### src/rtl/core/ptab_pkg.sv
// Types, constants and tables for the point-to-angle-bin core.
package ptab_pkg;

	localparam int MAX_BINS_DEF = 1024;
	localparam int QW           = 17;      // quotient / angle-difference magnitude width
	localparam int CORDIC_STEPS = 17;
	localparam int HALF_PI_Q16  = 102944;

	localparam logic FUNC_INSERT = 1'b0;
	localparam logic FUNC_READ   = 1'b1;

	typedef enum logic [1:0] {
		CFG_ANGLE_START = 2'd0,
		CFG_ANGLE_STEP  = 2'd1,
		CFG_BEAM_COUNT  = 2'd2
	} cfg_idx_t;

	typedef struct packed {
		logic               func;
		logic signed [15:0] point_x;
		logic signed [15:0] point_y;
		logic        [15:0] point_intensity;
		logic        [9:0]  read_bin;
	} req_t;

	typedef struct packed {
		logic [9:0]  bin_number;
		logic        hit;
		logic [15:0] range_out;
		logic [15:0] intensity_out;
	} rsp_t;

	typedef struct packed {
		logic          hit;
		logic [15:0]   range;
		logic [QW-1:0] qm;
	} geom_res_t;

	typedef struct packed {
		logic        filled;
		logic [15:0] range;
		logic [15:0] intensity;
	} bin_entry_t;

	// atan(2^-i) in units of 2^-16 rad
	function automatic logic [15:0] atan_q16(input logic [4:0] i);
		logic [15:0] v;
		begin
			unique case (i)
				5'd0:  v = 16'd51472;
				5'd1:  v = 16'd30386;
				5'd2:  v = 16'd16055;
				5'd3:  v = 16'd8150;
				5'd4:  v = 16'd4091;
				5'd5:  v = 16'd2047;
				5'd6:  v = 16'd1024;
				5'd7:  v = 16'd512;
				5'd8:  v = 16'd256;
				5'd9:  v = 16'd128;
				5'd10: v = 16'd64;
				5'd11: v = 16'd32;
				5'd12: v = 16'd16;
				5'd13: v = 16'd8;
				5'd14: v = 16'd4;
				5'd15: v = 16'd2;
				5'd16: v = 16'd1;
				default: v = 16'd0;
			endcase
			return v;
		end
	endfunction

endpackage

### src/rtl/core/ptab_geom.sv
// Iterative range / angle / bin unit: one squarer, sqrt+CORDIC steps, restoring divide.
module ptab_geom #(
	parameter int MAX_BINS = ptab_pkg::MAX_BINS_DEF
) (
	input  logic                clk,
	input  logic                arst_n,
	input  logic                start,
	input  logic signed [15:0]  px,
	input  logic signed [15:0]  py,
	input  logic signed [15:0]  angle_start,
	input  logic        [13:0]  angle_step,
	input  logic        [10:0]  beam_count,
	output logic                done,
	output ptab_pkg::geom_res_t res
);

	localparam int QW = ptab_pkg::QW;
	localparam logic [QW-1:0] MAXB_Q = QW'(MAX_BINS);
	localparam logic signed [19:0] HALF_PI = 20'(ptab_pkg::HALF_PI_Q16);
	localparam logic [4:0] LAST_STEP = 5'(ptab_pkg::CORDIC_STEPS - 1);

	typedef enum logic [5:0] {
		G_IDLE = 6'b000001,
		G_SQ   = 6'b000010,
		G_SUM  = 6'b000100,
		G_ITER = 6'b001000,
		G_ANG  = 6'b010000,
		G_DIV  = 6'b100000
	} gstate_t;

	gstate_t state_q;
	logic [4:0] cnt_q;
	logic done_q;

	logic signed [15:0] px_q, py_q;
	logic signed [15:0] mul_a;
	logic signed [31:0] prod;
	logic [31:0] sqx_q, s_q;
	logic [18:0] rem_q;
	logic [15:0] root_q, rng_q;
	logic signed [35:0] cx_q, cy_q;
	logic signed [19:0] z_q;
	logic zero_q, dneg_q;
	logic [QW-1:0] dq_q;
	logic [13:0] drem_q;

	// shared squarer
	assign mul_a = (state_q == G_SQ) ? px_q : py_q;
	assign prod  = mul_a * mul_a;

	logic signed [35:0] xe, ye, dx, dy;
	logic signed [19:0] atn, zr;
	logic [18:0] rem_n, trial;
	logic signed [16:0] ang;
	logic signed [17:0] d;
	logic [13:0] step_eff;
	logic [14:0] rs;
	logic rs_ge;

	always_comb begin
		xe    = $signed({{4{px_q[15]}}, px_q, 16'h0000});
		ye    = $signed({{4{py_q[15]}}, py_q, 16'h0000});
		dx    = cy_q >>> cnt_q;
		dy    = cx_q >>> cnt_q;
		atn   = $signed({4'h0, ptab_pkg::atan_q16(cnt_q)});
		rem_n = {rem_q[16:0], s_q[31:30]};
		trial = {1'b0, root_q, 2'b01};
		zr    = z_q + 20'sd4;
		ang   = zero_q ? 17'sd0 : 17'(zr >>> 3);
		d     = 18'(ang) - 18'(angle_start);
		step_eff = (angle_step == 14'd0) ? 14'd1 : angle_step;
		rs    = {drem_q, dq_q[QW-1]};
		rs_ge = (rs >= {1'b0, step_eff});
	end

	always_ff @(posedge clk or negedge arst_n) begin
		if (!arst_n) begin
			state_q <= G_IDLE;
			cnt_q   <= '0;
			done_q  <= 1'b0;
		end else begin
			done_q <= 1'b0;
			unique case (state_q)
				G_IDLE: if (start) state_q <= G_SQ;
				G_SQ:   state_q <= G_SUM;
				G_SUM: begin
					cnt_q   <= '0;
					state_q <= G_ITER;
				end
				G_ITER: begin
					cnt_q <= cnt_q + 5'd1;
					if (cnt_q == LAST_STEP) state_q <= G_ANG;
				end
				G_ANG: begin
					cnt_q   <= '0;
					state_q <= G_DIV;
				end
				G_DIV: begin
					cnt_q <= cnt_q + 5'd1;
					if (cnt_q == 5'(QW - 1)) begin
						state_q <= G_IDLE;
						done_q  <= 1'b1;
					end
				end
				default: state_q <= G_IDLE;
			endcase
		end
	end

	always_ff @(posedge clk) begin
		case (state_q)
			G_IDLE: begin
				px_q <= px;
				py_q <= py;
			end
			G_SQ: sqx_q <= prod;
			G_SUM: begin
				s_q    <= sqx_q + 32'(prod);
				rem_q  <= '0;
				root_q <= '0;
				zero_q <= (px_q == 16'sd0) && (py_q == 16'sd0);
				if (px_q[15]) begin
					if (!py_q[15]) begin
						cx_q <= ye;
						cy_q <= -xe;
						z_q  <= HALF_PI;
					end else begin
						cx_q <= -ye;
						cy_q <= xe;
						z_q  <= -HALF_PI;
					end
				end else begin
					cx_q <= xe;
					cy_q <= ye;
					z_q  <= '0;
				end
			end
			G_ITER: begin
				if (!cy_q[35]) begin
					cx_q <= cx_q + dx;
					cy_q <= cy_q - dy;
					z_q  <= z_q + atn;
				end else begin
					cx_q <= cx_q - dx;
					cy_q <= cy_q + dy;
					z_q  <= z_q - atn;
				end
				// 16 sqrt digits ride on the first 16 CORDIC steps
				if (!cnt_q[4]) begin
					s_q <= {s_q[29:0], 2'b00};
					if (rem_n >= trial) begin
						rem_q  <= rem_n - trial;
						root_q <= {root_q[14:0], 1'b1};
					end else begin
						rem_q  <= rem_n;
						root_q <= {root_q[14:0], 1'b0};
					end
				end
			end
			G_ANG: begin
				rng_q  <= (rem_q > {3'b000, root_q}) ? root_q + 16'd1 : root_q;
				dneg_q <= d[17];
				dq_q   <= QW'(d[17] ? -d : d);
				drem_q <= '0;
			end
			G_DIV: begin
				drem_q <= rs_ge ? 14'(rs - {1'b0, step_eff}) : rs[13:0];
				dq_q   <= {dq_q[QW-2:0], rs_ge};
			end
			default: ;
		endcase
	end

	assign done      = done_q;
	assign res.qm    = dq_q;
	assign res.range = rng_q;
	assign res.hit   = !(dneg_q && (dq_q != '0)) && (dq_q < {6'd0, beam_count})
		&& (dq_q < MAXB_Q);

endmodule

### config.mk
export PLATFORM = sky130hd
export DESIGN_NAME = ptab_geom
export DESIGN_NICKNAME = d
export VERILOG_FILES = /design/src/rtl/core/ptab_pkg.sv /design/src/rtl/core/ptab_geom.sv
export SDC_FILE = /design/constraint.sdc
export NUM_CORES = 2
export LEC_CHECK = 0
export BUFFER_PORTS_ARGS = -buffer_cell sky130_fd_sc_hd__buf_4
export CAP_MARGIN = 20
export CORE_UTILIZATION = 50
export CTS_BUF_LIST = sky130_fd_sc_hd__clkbuf_4 sky130_fd_sc_hd__clkbuf_8
export DETAILED_ROUTE_END_ITERATION = 7
export PLACE_DENSITY = 0.66
export SLEW_MARGIN = 5
export SYNTH_ARGS = -nofsm -noshare
export SYNTH_HDL_FRONTEND = slang
export SYNTH_SLANG_ARGS = --single-unit
### constraint.sdc
create_clock -name clk -period 19.35 [get_ports clk]
set_input_delay 3.87 -clock clk [delete_from_list [all_inputs] [get_ports clk]]
set_output_delay 3.87 -clock clk [all_outputs]
set_load 0.1 [all_outputs]
==> flow_metrics.py <==
metrics = {
    "status": {
        "outcome": "finished, violations left",
        "violations": "DRC",
    },
    "logic_synthesis": {
        "ys_seq_elements": 283,
        "syn_nets": 4557,
        "ys.flop_type": "edfxtp_1",
        "synth_compound_area_share_pct": 15.5,
        "synthAdderAreaFrac_pct": 23.2,
        "synth_xor_area_share_pct": 7.37,
        "synth_top_cell_by_area": "edfxtp_1",
        "ys_types": 100,
        "synth-async-reset-ratio_pct": 4.24,
        "synth_top_family_by_area": "adder cells",
        "synth.top_cells.by_area": "edfxtp_1 (23%), fa_1 (14%), ha_1 (9.6%), mux4_2 (5.5%), inv_1 (5.0%)",
        "synth_warnings": 0,
        "synth_area_per_cell_sq_um": 9.11,
        "syn-cell-area_sq_mm": 0.0361,
        "synthSimpleGateAreaFrac_pct": 14.6,
        "synth_cells": 3959,
        "synth_edf_count": 271,
        "synthMuxAreaShare_pct": 8.91,
        "synth_top_area_share_pct": 22.6,
        "seq_area_frac_synth_pct": 23.4,
    },
    "finish": {
        "fill_cells": 6573,
        "syn2layout_area_growth_pct": 7.86,
        "register_area_sq_mm": 0.00845,
        "final_core_util_pct": 54.4,
        "multi_input_area_sq_mm": 0.0251,
        "fin_cells": 5012,
        "drive_gt1_share_pct": 10.2,
        "nets": 4613,
    },
    "worst_hold_path": {
        "hold_path.class": "reg2reg",
        "holdPathStages": 2,
    },
    "global_routing": {
        "grt_pass1_wl_mm": 155,
        "first_global_vias": 28400,
        "grtUsageTotal_pct": 26.4,
        "antenna_found_initial": 1,
        "grt_remaining_overflow": 0,
        "grt_max_degree": 83,
    },
    "detailed_routing": {
        "routed_via_density": 5.92,
        "wirelength_mm": 96.9,
        "ant_nets": 0,
        "routedWlPerCell_um": 19.3,
        "drt_first_pass_iters": 8,
        "drt_iter0_markers": 2881,
        "vias": 29700,
        "drcViolationCount": 2,
    },
    "worst_setup_path": {
        "crit_top_cell": "fa_1",
        "critPathTopFamily": "adder cells",
        "cp_num_buf_inv": 8,
        "worst-path-stages": 40,
        "startpoint_type": "flop",
        "cp_slowest_stage_delay_ns": 0.58,
        "rr_worst_depth": 40,
        "crit_type": "reg2reg",
        "slowest_stage": "o31ai_1",
        "endpoint_kind": "flop",
        "crit_arrival_ns": 11.43,
        "cp_data_required_time_ns": 19.76,
        "critPathMaxFanout": 35,
    },
    "clock_tree": {
        "cts_hold_buffers": 0,
        "postCtsSetupBuffers": 0,
        "numCtsBuffers": 54,
        "clockRootBuffer": "clkbuf_8",
        "cts_resized": 0,
        "cts_buffer_depth": 3,
        "clk_latency_ns": 0.72,
        "cts.sinks": 283,
        "clk_pin_slew_worst_paths_ns": 0.06,
        "cts_max_level": 2,
        "cts_tree": "done",
    },
    "floorplanning": {
        "rows": 98,
        "die_x_um": 271,
        "dieArea_sq_mm": 0.0732,
        "io_pins": 111,
        "fp.dieH_um": 271,
        "coreArea_sq_mm": 0.0715,
        "start_util_pct": 50.5,
    },
    "flow_run": {
        "drv_cap": 0,
    },
    "sta": {
        "setup_viol": 0,
        "fin_crit_sh_pct": 56.9,
        "setup_tns_ns": 0,
        "hold_viol_final": 0,
        "worst_clock_skew_ns": 0.0597,
        "fmax_ghz": 0.0908,
        "fin_crit_ns": 11.01,
        "tightestPinTransition_ns": 1.17,
        "grt_setup_unrepaired": "false",
        "relSlewSlack_pct": 21.2,
        "final_max_slew_viol_count": 0,
    },
    "place": {
        "io_buffers": 110,
        "place_inst": 4905,
        "place.gp.congestion": 0.967,
        "place_hpwl_mm": 75.7,
    },
}
synth_stat cells, types with 19 or more instances:
library cell / n
a211oi_1: 35
mux2_2: 36
nand4_1: 27
nor2_1: 402
fa_1: 244
xor2_1: 125
mux2i_1: 78
ha_1: 278
inv_1: 478
edfxtp_1: 271
o31ai_1: 21
xnor2_1: 176
and3_1: 31
nor4_1: 22
or3_1: 25
a21oi_1: 253
nand2_1: 332
buf_2: 19
o211ai_1: 48
nor2b_1: 32
clkbuf_1: 100
o21ai_0: 181
nand2b_1: 41
nor3_1: 77
a31oi_1: 30
nand3_1: 63
a21o_1: 75
o21a_1: 28
mux4_2: 88
o21bai_1: 26
metal layers:
layer  GRT usage, %  part of all wire, %  vias to the layer above
met5              0                    0                        -
met4           6.99                  2.4                        0
met3           4.05                  6.6                      167
met2           42.2                   47                     1002
met1           37.2                   44                    14400
li1               -                    -                    14000
layout make-up:
| class | count | share of cell area, % |
|---|---|---|
| multi-input combinational | 3036 | 64.6 |
| inverter | 489 | 4.72 |
| clock inverter | 33 | 0.720 |
| timing repair buffer | 151 | 2.98 |
| antenna | 1 | 0.00643 |
| tap | 950 | 3.05 |
| sequential | 283 | 21.7 |
| clock buffer | 69 | 2.20 |
path summary, 6_finish.rpt:
check	startpoint	end	slack (ns)
min in group asynchronous	arst_n	cnt_q[3]	2.98
min	s_q[0]	s_q[2]	0.52
max in group asynchronous	arst_n	state_q[0]	16.12
min reg2reg	s_q[0]	s_q[2]	0.52
max	state_q[2]	s_q[31]	8.34
max reg2reg	state_q[2]	s_q[31]	8.34
cell families after synthesis:
| group | count (synthesis) |
|---|---|
| AO/OA/AOI/OAI | 870 |
| XOR/XNOR | 302 |
| adder cells (fa/ha/maj) | 522 |
| buffers and inverters | 640 |
| flip-flops | 283 |
| multiplexers | 206 |
| AND/OR/NAND/NOR | 1136 |
sequential cells by signal, indices dropped and copies added, names as in the netlist:
signal	cells
dq_q	17
dneg_q	1
px_q	16
cx_q	36
rng_q	16
z_q	20
sqx_q	31
py_q	16
zero_q	1
state_q	6
cy_q	36
root_q	16
done	1
rem_q	19
drem_q	14
cnt_q	5
s_q	32
metrics by stage:
stage | hold slack, ns | setup slack [ns] | instance area [sq um]
final | 0.517 | 8.34 | 38900
after global routing | 0.546 | 7.45 | 38900
after CTS | 0.516 | 8.27 | 38900
after detailed placement | 0.502 | 8.42 | 37700
after global placement | 0.503 | 8.75 | 37700
after floorplan | 0.484 | 8.56 | 36100
worst register-to-register path, delay by kind of cell (launching register included):
| kind | cells | cell delay [ns] |
|---|---|---|
| AOI/OAI and AO/OA | 12 | 2.72 |
| xor gates and xnor gates | 2 | 0.41 |
| adders and majority gates | 8 | 3.57 |
| buffers and inverters | 8 | 1.37 |
| DFF | 1 | 0.43 |
| muxes | 1 | 0.27 |
| and+or+nand+nor | 9 | 1.94 |
layout by cell type (no fill, tap or decap), types with 11 or more instances in the layout:
master    netlist  routed
or2_2          13      13
o22ai_1        11      11
xor2_1        125     125
o21bai_1       26      26
mux2i_1        78      78
o31ai_1        21      21
edfxtp_1      271     271
buf_4           3     148
a211oi_1       35      35
inv_1         478     478
or3_1          25      25
nand4_1        27      27
and3_1         31      31
a31oi_1        30      30
fa_1          244     244
ha_1          278     278
o21a_1         28      28
clkinv_2        0      12
nor2_1        402     402
nor2b_1        32      32
clkinv_1       10      22
o211ai_1       48      48
clkbuf_4        0      15
xnor2_1       176     176
mux4_2         88      88
and2_1         18      18
nor4_1         22      22
a221oi_1       11      11
nand2_1       332     331
nor3_1         77      76
nand3_1        63      63
o21ai_0       181     180
clkbuf_8        0      54
a21o_1         75      75
a21boi_0       17      17
a21oi_1       253     253
mux2_2         36      36
nand2b_1       41      41
Power is not shown: default switching activity piles up to over one toggle a cycle in this logic, so the estimate is an artifact.
