==> config.mk <==
export PLATFORM = sky130hd
export DESIGN_NAME = ptab_ram
export DESIGN_NICKNAME = d
export VERILOG_FILES = /design/src/rtl/core/ptab_ram.sv
export SDC_FILE = /design/constraint.sdc
export NUM_CORES = 1
export LEC_CHECK = 0
export ABC_AREA = 1
export CAP_MARGIN = 10
export CORE_MARGIN = 5
export CORE_UTILIZATION = 40
export DETAILED_ROUTE_END_ITERATION = 7
export DONT_BUFFER_PORTS = 1
export SLEW_MARGIN = 20
export SYNTH_ARGS = -nofsm -noshare
export SYNTH_HDL_FRONTEND = slang
export SYNTH_SLANG_ARGS = --single-unit
==> constraint.sdc <==
create_clock -name clk -period 1.9 [get_ports clk]
set_input_delay 0.095 -clock clk [delete_from_list [all_inputs] [get_ports clk]]
set_output_delay 0.095 -clock clk [all_outputs]
set_load 0.01 [all_outputs]
==> src/rtl/core/ptab_ram.sv <==
// Generic single-write, single-read RAM with registered read data.
module ptab_ram #(
	parameter int W = 8,
	parameter int D = 16
) (
	input  logic                 clk,
	input  logic                 we,
	input  logic [$clog2(D)-1:0] wa,
	input  logic [W-1:0]         wd,
	input  logic                 re,
	input  logic [$clog2(D)-1:0] ra,
	output logic [W-1:0]         rd
);

	logic [W-1:0] mem [D];

	always_ff @(posedge clk) begin
		if (we) begin
			mem[wa] <= wd;
		end
		if (re) begin
			rd <= mem[ra];
		end
	end

endmodule

==> Implementation_results.wiki, run 1 <==
{| class="wikitable"
! Metric !! Value
|-
| Number of endpoints with negative hold slack in the final report || 0
|-
| Startpoint type of the worst setup path || register
|-
| Worst Hold Launch || ra[2]
|-
| Setup-violating endpoint count in the final report || 0
|-
| Average size of a mapped cell || 10.61 um2
|-
| Total leakage power || 2.773 nW
|-
| CTS tree || built
|-
| Vertical die dimension || 130.9 um
|-
| Count of buffers added by post-CTS timing repair for setup || 0
|-
| Std-Cell Rows || 44
|-
| Setup WS pre-CTS || 517.4 ps
|-
| Count of state elements after synthesis || 136
|-
| Via density || 4.903
|-
| Met2 capacity usage during global routing || 25.37%
|-
| Worst hold path depth || 3
|-
| Top-level port count || 27
|-
| H-Tree Level Count || 4
|-
| Sum of net half-perimeters after detailed placement || 8176 um
|-
| Clk Tree Root Cell || sky130_fd_sc_hd__clkbuf_16
|-
| Tot GR Track Use || 16.74%
|-
| Layout-stage area growth over the synthesis result || 13.10%
|-
| Met3 capacity usage during global routing || 4.065%
|-
| Diode count || 0
|-
| Kind of critical path || register to register
|-
| Vias after detailed routing || 3,736
|-
| Worst Tran Pin Value || 834.2 ps
|-
| Ratio of cells with drive above 1 in the final layout || 5.190%
|-
| Post-route clock skew || 4.239 ps
|-
| Ys Warns || 0
|-
| Mapped Nets || 570
|-
| Reported max-cap violation count || 0
|-
| Core ar. || 14,420 um2
|-
| Remaining antenna violation count after routing || 0
|-
| Number of antenna violations at the first check in global routing || 0
|-
| DR pass1 iterations || 5
|-
| End of the worst register-to-register path || rd[2]
|-
| Syn Std Cell Area || 5847 um2
|-
| Initial Util || 40.54%
|-
| # fillers || 1,359
|-
| Unrepaired setup endpoints after global routing || no
|-
| Most Used Layer, Global Route || met2
|-
| Final Net Count || 586
|-
| Leading area contributor after synthesis || sky130_fd_sc_hd__edfxtp_1
|-
| DR DRC count || 0
|-
| Clock latency on the worst-skew pair || 420 ps
|-
| Setup TNS || 0 ps
|-
| Hold Path End || rd[1]
|-
| First-pass GRT wire length || 20,820 um
|-
| Max Transition Viols Final || 0
|-
| Die X || 130.9 um
|-
| Worst EP arrival || 1320 ps
|-
| Global Route met1 Usage || 23.15%
|-
| Post_cts resized || 0
|-
| Worst setup slack for register-to-register paths || 750 ps
|-
| Sequential element share of the synthesized area || 69.85%
|-
| Power per Cell Area || 997.3 nW/um2
|-
| Maximum frequency from static timing analysis || 869.4 MHz
|-
| CTS buffer count || 17
|-
| Number of sinks on the clock net || 136
|-
| Worst Path Required || 2070 ps
|-
| Die Area || 17,130 um2
|-
| Cell count after synthesis || 551
|-
| Number of global-route vias before repair || 3,648
|-
| Largest fanout of any net on the critical path || 1
|-
| Total Power Consumption || 6.594 mW
|-
| Reg2Reg Launch Point || mem[5][2]
|-
| Outcome || complete, no violations
|-
| Cell-by-cell trace of the critical path || inv_1 > nand2_1 > nand3_1 > nand3_1 > nand3_1 > nand2_1
|-
| Wirelength per Cell || 17.35 um
|-
| Post-Layout Inst Area || 6613 um2
|-
| Share of the clock period used by the worst path after layout || 60.54%
|-
| Critical-path top delay cell || sky130_fd_sc_hd__edfxtp_1
|-
| Longest individual stage delay on the worst path || 360 ps
|-
| Cell variety after synth || 11
|-
| Top cells by area in the synthesized netlist || sky130_fd_sc_hd__edfxtp_1, sky130_fd_sc_hd__nand2_1, sky130_fd_sc_hd__nand3_1
|-
| Instance area after placement || 5991 um2
|-
| Area share of the largest cell type after synthesis || 69.85%
|-
| Maximum number of pins on one net before global-route repair || 66
|-
| Final Worst Setup Slack || 749.8 ps
|-
| Clock period minus final worst setup slack || 1150 ps
|-
| Clock edge transition at the registers on the reported setup and hold paths || 50 ps
|-
| Worst vdd rail ir drop || 0.6347 mV
|-
| Drt first-iter violations || 443
|-
| Classification of the worst-slack hold path || input pin to register
|-
| Total wire length after detailed routing || 13,220 um
|-
| # port buffers || 0
|-
| Gpl congestion || 0.8484
|-
| Max Buffers Root-to-Sink || 2
|-
| Worst R2R Path Depth || 6
|-
| Post-cts hold buffer count || 11
|-
| Library cell appearing most often on the critical path || sky130_fd_sc_hd__nand3_1
|-
| Congestion Overflow GR || 0
|-
| CP endpoint kind || register
|-
| Worst slew margin relative to its limit || 44.18%
|}
cells in the final DEF (no fill, tap or decap):
cell type / instances
sky130_fd_sc_hd__nand3_1: 97
sky130_fd_sc_hd__nand2_1: 173
sky130_fd_sc_hd__buf_12: 1
sky130_fd_sc_hd__inv_2: 2
sky130_fd_sc_hd__clkbuf_1: 5
sky130_fd_sc_hd__clkinv_2: 1
sky130_fd_sc_hd__clkbuf_16: 17
sky130_fd_sc_hd__buf_4: 8
sky130_fd_sc_hd__bufinv_16: 1
sky130_fd_sc_hd__nand3b_1: 2
sky130_fd_sc_hd__inv_1: 100
sky130_fd_sc_hd__clkinv_1: 6
sky130_fd_sc_hd__edfxtp_1: 136
sky130_fd_sc_hd__dlygate4sd3_1: 12
sky130_fd_sc_hd__nor2_1: 17
area by class of cell:
cell class | count | area [um2] | share of cell area [%]
Tap cell | 184 | 230.2 | 3.482
Clock buffer | 22 | 444.2 | 6.717
Inverter | 102 | 382.9 | 5.790
Clock inverter | 8 | 57.56 | 0.8704
Multi-Input combinational cell | 289 | 1214 | 18.35
Sequential cell | 136 | 4084 | 61.76
Timing Repair Buffer | 21 | 200.2 | 3.027
worst max-delay path, delay by kind of cell, from the launching register on:
| family | cells | cell delay [ps] |
|---|---|---|
| AND/OR/NAND/NOR | 5 | 470 |
| flip-flops | 1 | 360 |
| buffers and inverters | 1 | 70 |
metrics by stage:
stage | hold slack [ps] | util [%] | instances
5_1_grt | 21.95 | 45.84 | 762
3_5_place_dp | 195.3 | 41.53 | 720
3_3_place_gp | 195.2 | 41.53 | 720
6_report | 1.032 | 45.84 | 762
4_1_cts | 0.04363 | 45.78 | 761
2_1_floorplan | 193.9 | - | 551
flip-flops by register name (all words and copies together) (netlist names):
signal	flops
mem	128
rd	8
worst max-delay path by stage:
stage	from	end	slack, ps	cells past startpoint
final	mem[5][2]	rd[2]	750	6
after global routing	mem[5][4]	rd[4]	610	6
after CTS	mem[6][6]	rd[6]	740	6
after detailed placement	wa[3]	mem[7][4]	520	2
after global placement	wa[3]	mem[7][1]	590	2
after floorplan	wa[2]	mem[10][0]	850	2
cells in the mapped netlist, drive strengths merged:
cell	n
nor2	17
buf	24
nand2	173
nand3b	2
edfxtp	136
inv	102
nand3	97
where the power goes:
part / switching (mW) / leakage, nW / internal [mW]
logic: 0.227 / 1.29 / 0.103
clock network: 1.10 / 0.243 / 1.75
registers: 0.0319 / 1.24 / 3.39
cell families (layout without fill, tap and decap cells):
| family | count (synthesis) | in the layout | share of synthesized area [%] |
|---|---|---|---|
| buffers and inverters | 126 | 153 | 9.394 |
| flip-flops | 136 | 136 | 69.85 |
| AND/OR/NAND/NOR | 289 | 289 | 20.76 |
metal layers:
layer,part of all wire [%],vias to the layer above
met2,46,126
met4,2.5,0
li1,-,1818
met1,45,1767
met5,0,-
met3,6.2,25
(Power assumes the default switching activity.)
==> inputs of run 2 (changes only) <==
==> constraint.sdc (replaced) <==
create_clock -name clk -period 1.2 [get_ports clk]
set_input_delay 0.06 -clock clk [delete_from_list [all_inputs] [get_ports clk]]
set_output_delay 0.06 -clock clk [all_outputs]
set_load 0.01 [all_outputs]
==> Implementation_results.wiki, run 2 (same netlist as run 1, synthesis figures left out) <==
{| class="wikitable"
! Metric !! Value
|-
| Largest delay share family, worst path || simple AND/OR/NAND/NOR gates
|-
| Max Transition Viols Final || 0 (unchanged)
|-
| Register ranked first by flip-flop count || mem
|-
| Sequential fraction of design power || 50.0% (-1.8 points)
|-
| Worst slew margin relative to its limit || 47.44% (+3.3 points)
|-
| Multi-input gate area in the final layout || 1254 um2 (+3.3%)
|-
| Maximum number of pins on one net before global-route repair || 66 (unchanged)
|-
| Final Worst Setup Slack || 62.75 ps (-687.0 ps)
|-
| Top library cells by usage in the layout, fill and taps aside || sky130_fd_sc_hd__nand2_1, sky130_fd_sc_hd__edfxtp_1, sky130_fd_sc_hd__inv_1
|-
| Die X || 130.9 um (unchanged)
|-
| # fillers || 1,328 (-2.3%)
|-
| H-Tree Level Count || 4 (unchanged)
|-
| Setup-violating endpoint count in the final report || 0 (unchanged)
|-
| Sum of net half-perimeters after detailed placement || 7909 um (-3.3%)
|-
| Via density || 4.845 (-1.2%)
|-
| Buffers plus inverters on the worst setup path || 1 (unchanged)
|-
| Setup WS pre-CTS || -34.50 ps (-551.9 ps)
|-
| Share of the clock period used by the worst path after layout || 94.77% (+34 points)
|-
| Gpl congestion || 0.8240 (-2.9%)
|-
| Largest fanout of any net on the critical path || 1 (unchanged)
|-
| Internal power component || 8.546 mW (+63%)
|-
| Drt first-iter violations || 350 (-21%)
|-
| Tot GR Track Use || 16.52% (-0.23 points)
|-
| # port buffers || 0 (unchanged)
|-
| Clock latency on the worst-skew pair || 410 ps (about the same)
|-
| Number of endpoints with negative hold slack in the final report || 0 (unchanged)
|-
| Worst Tran Pin Value || 785.9 ps (-48.30 ps)
|-
| Clock edge transition at the registers on the reported setup and hold paths || 60 ps (about the same)
|-
| Maximum frequency from static timing analysis || 879.3 MHz (+1.1%)
|-
| Worst vdd rail ir drop || 0.9749 mV (+54%)
|-
| Total leakage power || 2.868 nW (+3.4%)
|-
| Sequential Area || 4084 um2 (unchanged)
|-
| Std-Cell Rows || 44 (unchanged)
|-
| Remaining antenna violation count after routing || 0 (unchanged)
|-
| Number of sinks on the clock net || 136 (unchanged)
|-
| Outcome || complete, no violations
|-
| Initial Util || 40.54% (unchanged)
|-
| Power per Cell Area || 1590 nW/um2 (+59%)
|-
| Reported max-cap violation count || 0 (unchanged)
|-
| Diode count || 0 (unchanged)
|-
| Kind of critical path || register to register
|-
| Vertical die dimension || 130.9 um (unchanged)
|-
| Post-route clock skew || 6.992 ps (+2.753 ps)
|-
| Max Buffers Root-to-Sink || 2 (unchanged)
|-
| Sw Ratio || 20.86% (+0.28 points)
|-
| Final instance count without filler cells || 773 (+1.4%)
|-
| Layout-stage area growth over the synthesis result || 16.16%
|-
| Ratio of cells with drive above 1 in the final layout || 9.168% (+4.0 points)
|-
| Critical-path top delay cell || sky130_fd_sc_hd__edfxtp_1
|-
| CP endpoint kind || register
|-
| Number of global-route vias before repair || 3,697 (+1.3%)
|-
| Number of placed instances with taps included || 730 (+1.4%)
|-
| First-pass GRT wire length || 20,500 um (-1.6%)
|-
| Cell-by-cell trace of the critical path || inv_1 > nand2_1 > nand3_1 > nand3_1 > nand3_2 > nand2_1
|-
| Classification of the worst-slack hold path || input pin to register
|-
| Longest individual stage delay on the worst path || 360 ps (about the same)
|-
| DR DRC count || 0 (unchanged)
|-
| CTS buffer count || 17 (unchanged)
|-
| Congestion Overflow GR || 0 (unchanged)
|-
| Clock period minus final worst setup slack || 1137 ps (-12.96 ps)
|-
| Final Net Count || 597 (+1.9%)
|-
| Number of antenna violations at the first check in global routing || 0 (unchanged)
|-
| Most common cell after layout, fill and taps aside || sky130_fd_sc_hd__nand2_1
|-
| Die Area || 17,130 um2 (unchanged)
|-
| Core ar. || 14,420 um2 (unchanged)
|-
| Wirelength per Cell || 17.31 um (-0.23%)
|-
| Largest registers in the final layout || mem x128, rd x8
|-
| Total wire length after detailed routing || 13,380 um (+1.2%)
|-
| End-of-flow core utilization || 47.09% (+1.2 points)
|-
| Startpoint type of the worst setup path || register
|-
| Worst EP arrival || 1290 ps (-30 ps)
|-
| Worst Path Required || 1350 ps (-720 ps)
|-
| Flip-flop count of the largest register after layout || 128 (unchanged)
|-
| Vias after detailed routing || 3,745 (+0.24%)
|-
| Top-level port count || 27 (unchanged)
|-
| CTS tree || built
|-
| Clock network fraction of design power || 44.7% (+1.5 points)
|-
| Clk Tree Root Cell || sky130_fd_sc_hd__clkbuf_16
|-
| DR pass1 iterations || 6 (+1)
|-
| Net switching power figure || 2.253 mW (+66%)
|-
| Portion of total power attributed to combinational logic || 5.3% (+0.3 points)
|}
run 2: metal layers:
metal  part of all wire (%)  up-vias  global-route usage (%)
met2                     49      113                   27.14
met3                    5.8       14                   4.472
met1                     43     1787                   21.12
li1                       -     1831                       -
met4                    1.4        0                   5.929
met5                      0        -                       0
run 2: repair_timing:
action / 4_1_cts / 5_1_grt
buffers inserted: 0 / 0
endpoints found under the hold margin: 144 / 1
gates resized for setup: 0 / 8
hold buffers: 12 / 1
endpoints found under the setup margin: 0 / 5
run 2: worst register-to-register path: stages, from the launching register on:
cell and delay, ps:
sky130_fd_sc_hd__edfxtp_1 360, sky130_fd_sc_hd__inv_1 60, sky130_fd_sc_hd__nand2_1 50, sky130_fd_sc_hd__nand3_1 90, sky130_fd_sc_hd__nand3_1 130, sky130_fd_sc_hd__nand3_2 100
sky130_fd_sc_hd__nand2_1 90
run 2: final timing paths:
kind / start / endpoint / slack [ps] / cells after the start
setup / recovery: mem[1][5] / rd[5] / 60 / 6
setup reg to reg: mem[1][5] / rd[5] / 60 / 6
hold reg to reg: mem[13][1] / rd[1] / 750 / 6
hold / removal: ra[2] / rd[1] / 3 / 3
run 2: cell type report:
| type | instances | share of cell area, % |
|---|---|---|
| clock buffers | 20 | 6.430 |
| repair buffers | 32 | 4.385 |
| clock inverters | 10 | 1.566 |
| multi-input cells | 289 | 18.46 |
| inverters | 102 | 5.637 |
| flip-flops and latches | 136 | 60.13 |
| well taps | 184 | 3.390 |
run 2: power by group through the flow:
stage               combinational, mW  clock (mW)  sequential, mW
finish                          0.574        4.82            5.40
floorplan                       0.375           0            5.49
global route                    0.634        5.11            5.41
global placement                0.430           0            5.50
CTS                             0.560        4.87            5.40
detailed placement              0.432           0            5.50
run 2: metrics by stage:
| step | cell area [um2] | TNS [ps] | total power [mW] | hold WS (ps) |
|---|---|---|---|---|
| 2_1_floorplan | 5847 | 0 | 5.862 | 158.9 |
| 3_3_place_gp | 6078 | -65.99 | 5.926 | 160.2 |
| 3_5_place_dp | 6078 | -56.33 | 5.932 | 160.0 |
| 4_1_cts | 6741 | 0 | 10.83 | 1.023 |
| 5_1_grt | 6792 | -3.331 | 11.15 | 20.27 |
| 6_report | 6792 | 0 | 10.80 | 3.365 |
==> inputs of run 3 (changes only) <==
--- a/config.mk
+++ b/config.mk
@@ -11,6 +11,7 @@
 export CORE_UTILIZATION = 40
 export DETAILED_ROUTE_END_ITERATION = 7
 export DONT_BUFFER_PORTS = 1
+export HOLD_SLACK_MARGIN = 0.05
 export SLEW_MARGIN = 20
 export SYNTH_ARGS = -nofsm -noshare
 export SYNTH_HDL_FRONTEND = slang
==> Implementation_results.wiki, run 3 (same netlist as run 1, synthesis figures left out) <==
{| class="wikitable"
! Metric !! Value
|-
| Outcome || complete, no violations
|-
| Hold Path End || rd[1]
|-
| Library cell appearing most often on the critical path || sky130_fd_sc_hd__nand3_1
|-
| Worst-case hold slack || 21.14 ps (+17.77 ps)
|-
| DR DRC count || 0 (unchanged)
|-
| Vias after detailed routing || 3,779 (+0.91%)
|-
| Kind of critical path || input pin to register
|-
| Top-level port count || 27 (unchanged)
|-
| Largest registers in the final layout || mem x128, rd x8
|-
| Longest individual stage delay on the worst path || 870 ps (+510 ps)
|-
| Sw Ratio || 20.92% (+0.055 points)
|-
| CTS tree || built
|-
| Worst Tran Pin Value || 825.0 ps (+39.13 ps)
|-
| Post-route clock skew || 6.716 ps (-0.2758 ps)
|-
| Tot GR Track Use || 16.55% (+0.035 points)
|-
| Clk Tree Root Cell || sky130_fd_sc_hd__clkbuf_16
|-
| Unrepaired setup endpoints after global routing || yes
|-
| Gpl congestion || 0.8240 (unchanged)
|-
| Cell-by-cell trace of the critical path || dlygate4sd3_1 > nand3_1 > nand3_1 > nand2_1
|-
| Total leakage power || 2.875 nW (+0.24%)
|-
| Worst R2R Path Depth || 6 (unchanged)
|-
| Via density || 4.889 (+0.91%)
|-
| Final Worst Setup Slack || 14.66 ps (-48.10 ps)
|-
| Layout-stage area growth over the synthesis result || 16.11% (about the same)
|-
| Die X || 130.9 um (unchanged)
|-
| Wirelength per Cell || 17.35 um (+0.26%)
|-
| Clock network fraction of design power || 44.6% (about the same)
|-
| Power per Cell Area || 1592 nW/um2 (about the same)
|-
| Setup-violating endpoint count in the final report || 0 (unchanged)
|-
| Std-Cell Rows || 44 (unchanged)
|-
| Die Area || 17,130 um2 (unchanged)
|-
| Flip-flop count of the largest register after layout || 128 (unchanged)
|-
| End of the worst register-to-register path || rd[5]
|-
| Sequential fraction of design power || 50.0% (about the same)
|-
| Setup TNS || 0 ps (unchanged)
|-
| Instance area after placement || 6078 um2 (unchanged)
|-
| Total wire length after detailed routing || 13,420 um (+0.26%)
|-
| Number of placed instances with taps included || 730 (unchanged)
|-
| Worst hold path depth || 3 (unchanged)
|-
| Worst Hold Launch || ra[2]
|-
| Top library cells by usage in the layout, fill and taps aside || sky130_fd_sc_hd__nand2_1, sky130_fd_sc_hd__edfxtp_1, sky130_fd_sc_hd__inv_1
|-
| Max Buffers Root-to-Sink || 2 (unchanged)
|-
| Post-Layout Inst Area || 6789 um2 (about the same)
|-
| Max Transition Viols Final || 0 (unchanged)
|-
| Number of endpoints with negative hold slack in the final report || 0 (unchanged)
|-
| DR pass1 iterations || 5 (-1)
|-
| Register ranked first by flip-flop count || mem
|-
| Maximum frequency from static timing analysis || 843.6 MHz (-4.1%)
|-
| Core ar. || 14,420 um2 (unchanged)
|-
| Remaining antenna violation count after routing || 0 (unchanged)
|-
| Setup WS pre-CTS || -34.50 ps (unchanged)
|-
| Count of buffers added by post-CTS timing repair for setup || 0 (unchanged)
|-
| Worst slew margin relative to its limit || 44.82% (-2.6 points)
|-
| End-of-flow core utilization || 47.07% (about the same)
|-
| Vertical die dimension || 130.9 um (unchanged)
|-
| Diode count || 0 (unchanged)
|-
| CTS buffer count || 17 (unchanged)
|-
| Most common cell after layout, fill and taps aside || sky130_fd_sc_hd__nand2_1
|-
| Largest fanout of any net on the critical path || 12 (+11)
|-
| Worst Path Required || 1360 ps (about the same)
|-
| Initial Util || 40.54% (unchanged)
|-
| First-pass GRT wire length || 20,550 um (+0.24%)
|-
| Drt first-iter violations || 381 (+8.9%)
|-
| Classification of the worst-slack hold path || input pin to register
|-
| Worst vdd rail ir drop || 0.9751 mV (about the same)
|-
| Number of antenna violations at the first check in global routing || 0 (unchanged)
|-
| Congestion Overflow GR || 0 (unchanged)
|-
| Number of global-route vias before repair || 3,699 (+0.054%)
|-
| Internal power component || 8.546 mW (about the same)
|-
| Critical-path top delay cell || sky130_fd_sc_hd__dlygate4sd3_1
|-
| Total Power Consumption || 10.81 mW (about the same)
|-
| Clock latency on the worst-skew pair || 410 ps (about the same)
|-
| CP endpoint kind || register
|-
| # port buffers || 0 (unchanged)
|-
| Sum of net half-perimeters after detailed placement || 7909 um (unchanged)
|-
| H-Tree Level Count || 4 (unchanged)
|-
| Clock period minus final worst setup slack || 1185 ps (+48.10 ps)
|-
| Number of sinks on the clock net || 136 (unchanged)
|-
| Final Net Count || 597 (unchanged)
|-
| Reg2Reg Launch Point || mem[1][5]
|-
| Final instance count without filler cells || 773 (unchanged)
|-
| Maximum number of pins on one net before global-route repair || 66 (unchanged)
|-
| Reported max-cap violation count || 0 (unchanged)
|-
| Portion of total power attributed to combinational logic || 5.4% (about the same)
|-
| Net switching power figure || 2.261 mW (+0.33%)
|-
| Ratio of cells with drive above 1 in the final layout || 8.998% (-0.17 points)
|-
| Worst EP arrival || 1350 ps (+60 ps)
|-
| Clock edge transition at the registers on the reported setup and hold paths || 60 ps (about the same)
|-
| Startpoint type of the worst setup path || input pin
|-
| Worst setup slack for register-to-register paths || 60 ps (about the same)
|-
| Share of the clock period used by the worst path after layout || 98.78% (+4.0 points)
|}
==> run 3: timing repair <==
item	CTS	global route
endpoints found under the hold margin	144	1
endpoints found under the setup margin	0	6
hold buffers	12	1
resized for setup	0	8
==> run 3: power by group through the flow <==
| stage | combinational, mW | sequential (mW) | clock [mW] |
|---|---|---|---|
| after detailed placement | 0.432 | 5.50 | 0 |
| after global routing | 0.641 | 5.41 | 5.11 |
| after CTS | 0.568 | 5.40 | 4.87 |
| after global placement | 0.430 | 5.50 | 0 |
| after floorplan | 0.375 | 5.49 | 0 |
| final | 0.581 | 5.40 | 4.82 |
==> run 3: worst max-delay path: cells and delay by family <==
kind | cells | cell delay, ps
and+or+nand+nor | 3 | 410
buffers and inverters | 1 | 870
==> run 3: how the worst max path moves through the flow <==
stage / start / to / slack, ps
2_1_floorplan: wa[2] / mem[10][0] / 190
3_3_place_gp: ra[1] / rd[4] / -30
3_5_place_dp: ra[1] / rd[4] / -30
4_1_cts: mem[7][1] / rd[1] / 30
5_1_grt: mem[15][3] / rd[3] / -20
6_report: ra[2] / rd[7] / 10
==> run 3: routing by layer <==
metal | global-route usage, % | part of all wire (%) | up-vias
met5 | 0 | 0 | -
met4 | 5.989 | 1.8 | 0
met1 | 21.44 | 43 | 1812
met3 | 4.756 | 6.5 | 20
met2 | 26.66 | 48 | 116
li1 | - | - | 1831
==> run 3: layout make-up <==
class	instances	area (um2)
clock buffers	20	436.7
inverters	102	382.9
well taps	184	230.2
clock inverters	10	106.4
repair buffers	32	300.3
multi-input cells	289	1249
flip-flops and latches	136	4084
fillers	1325	7635
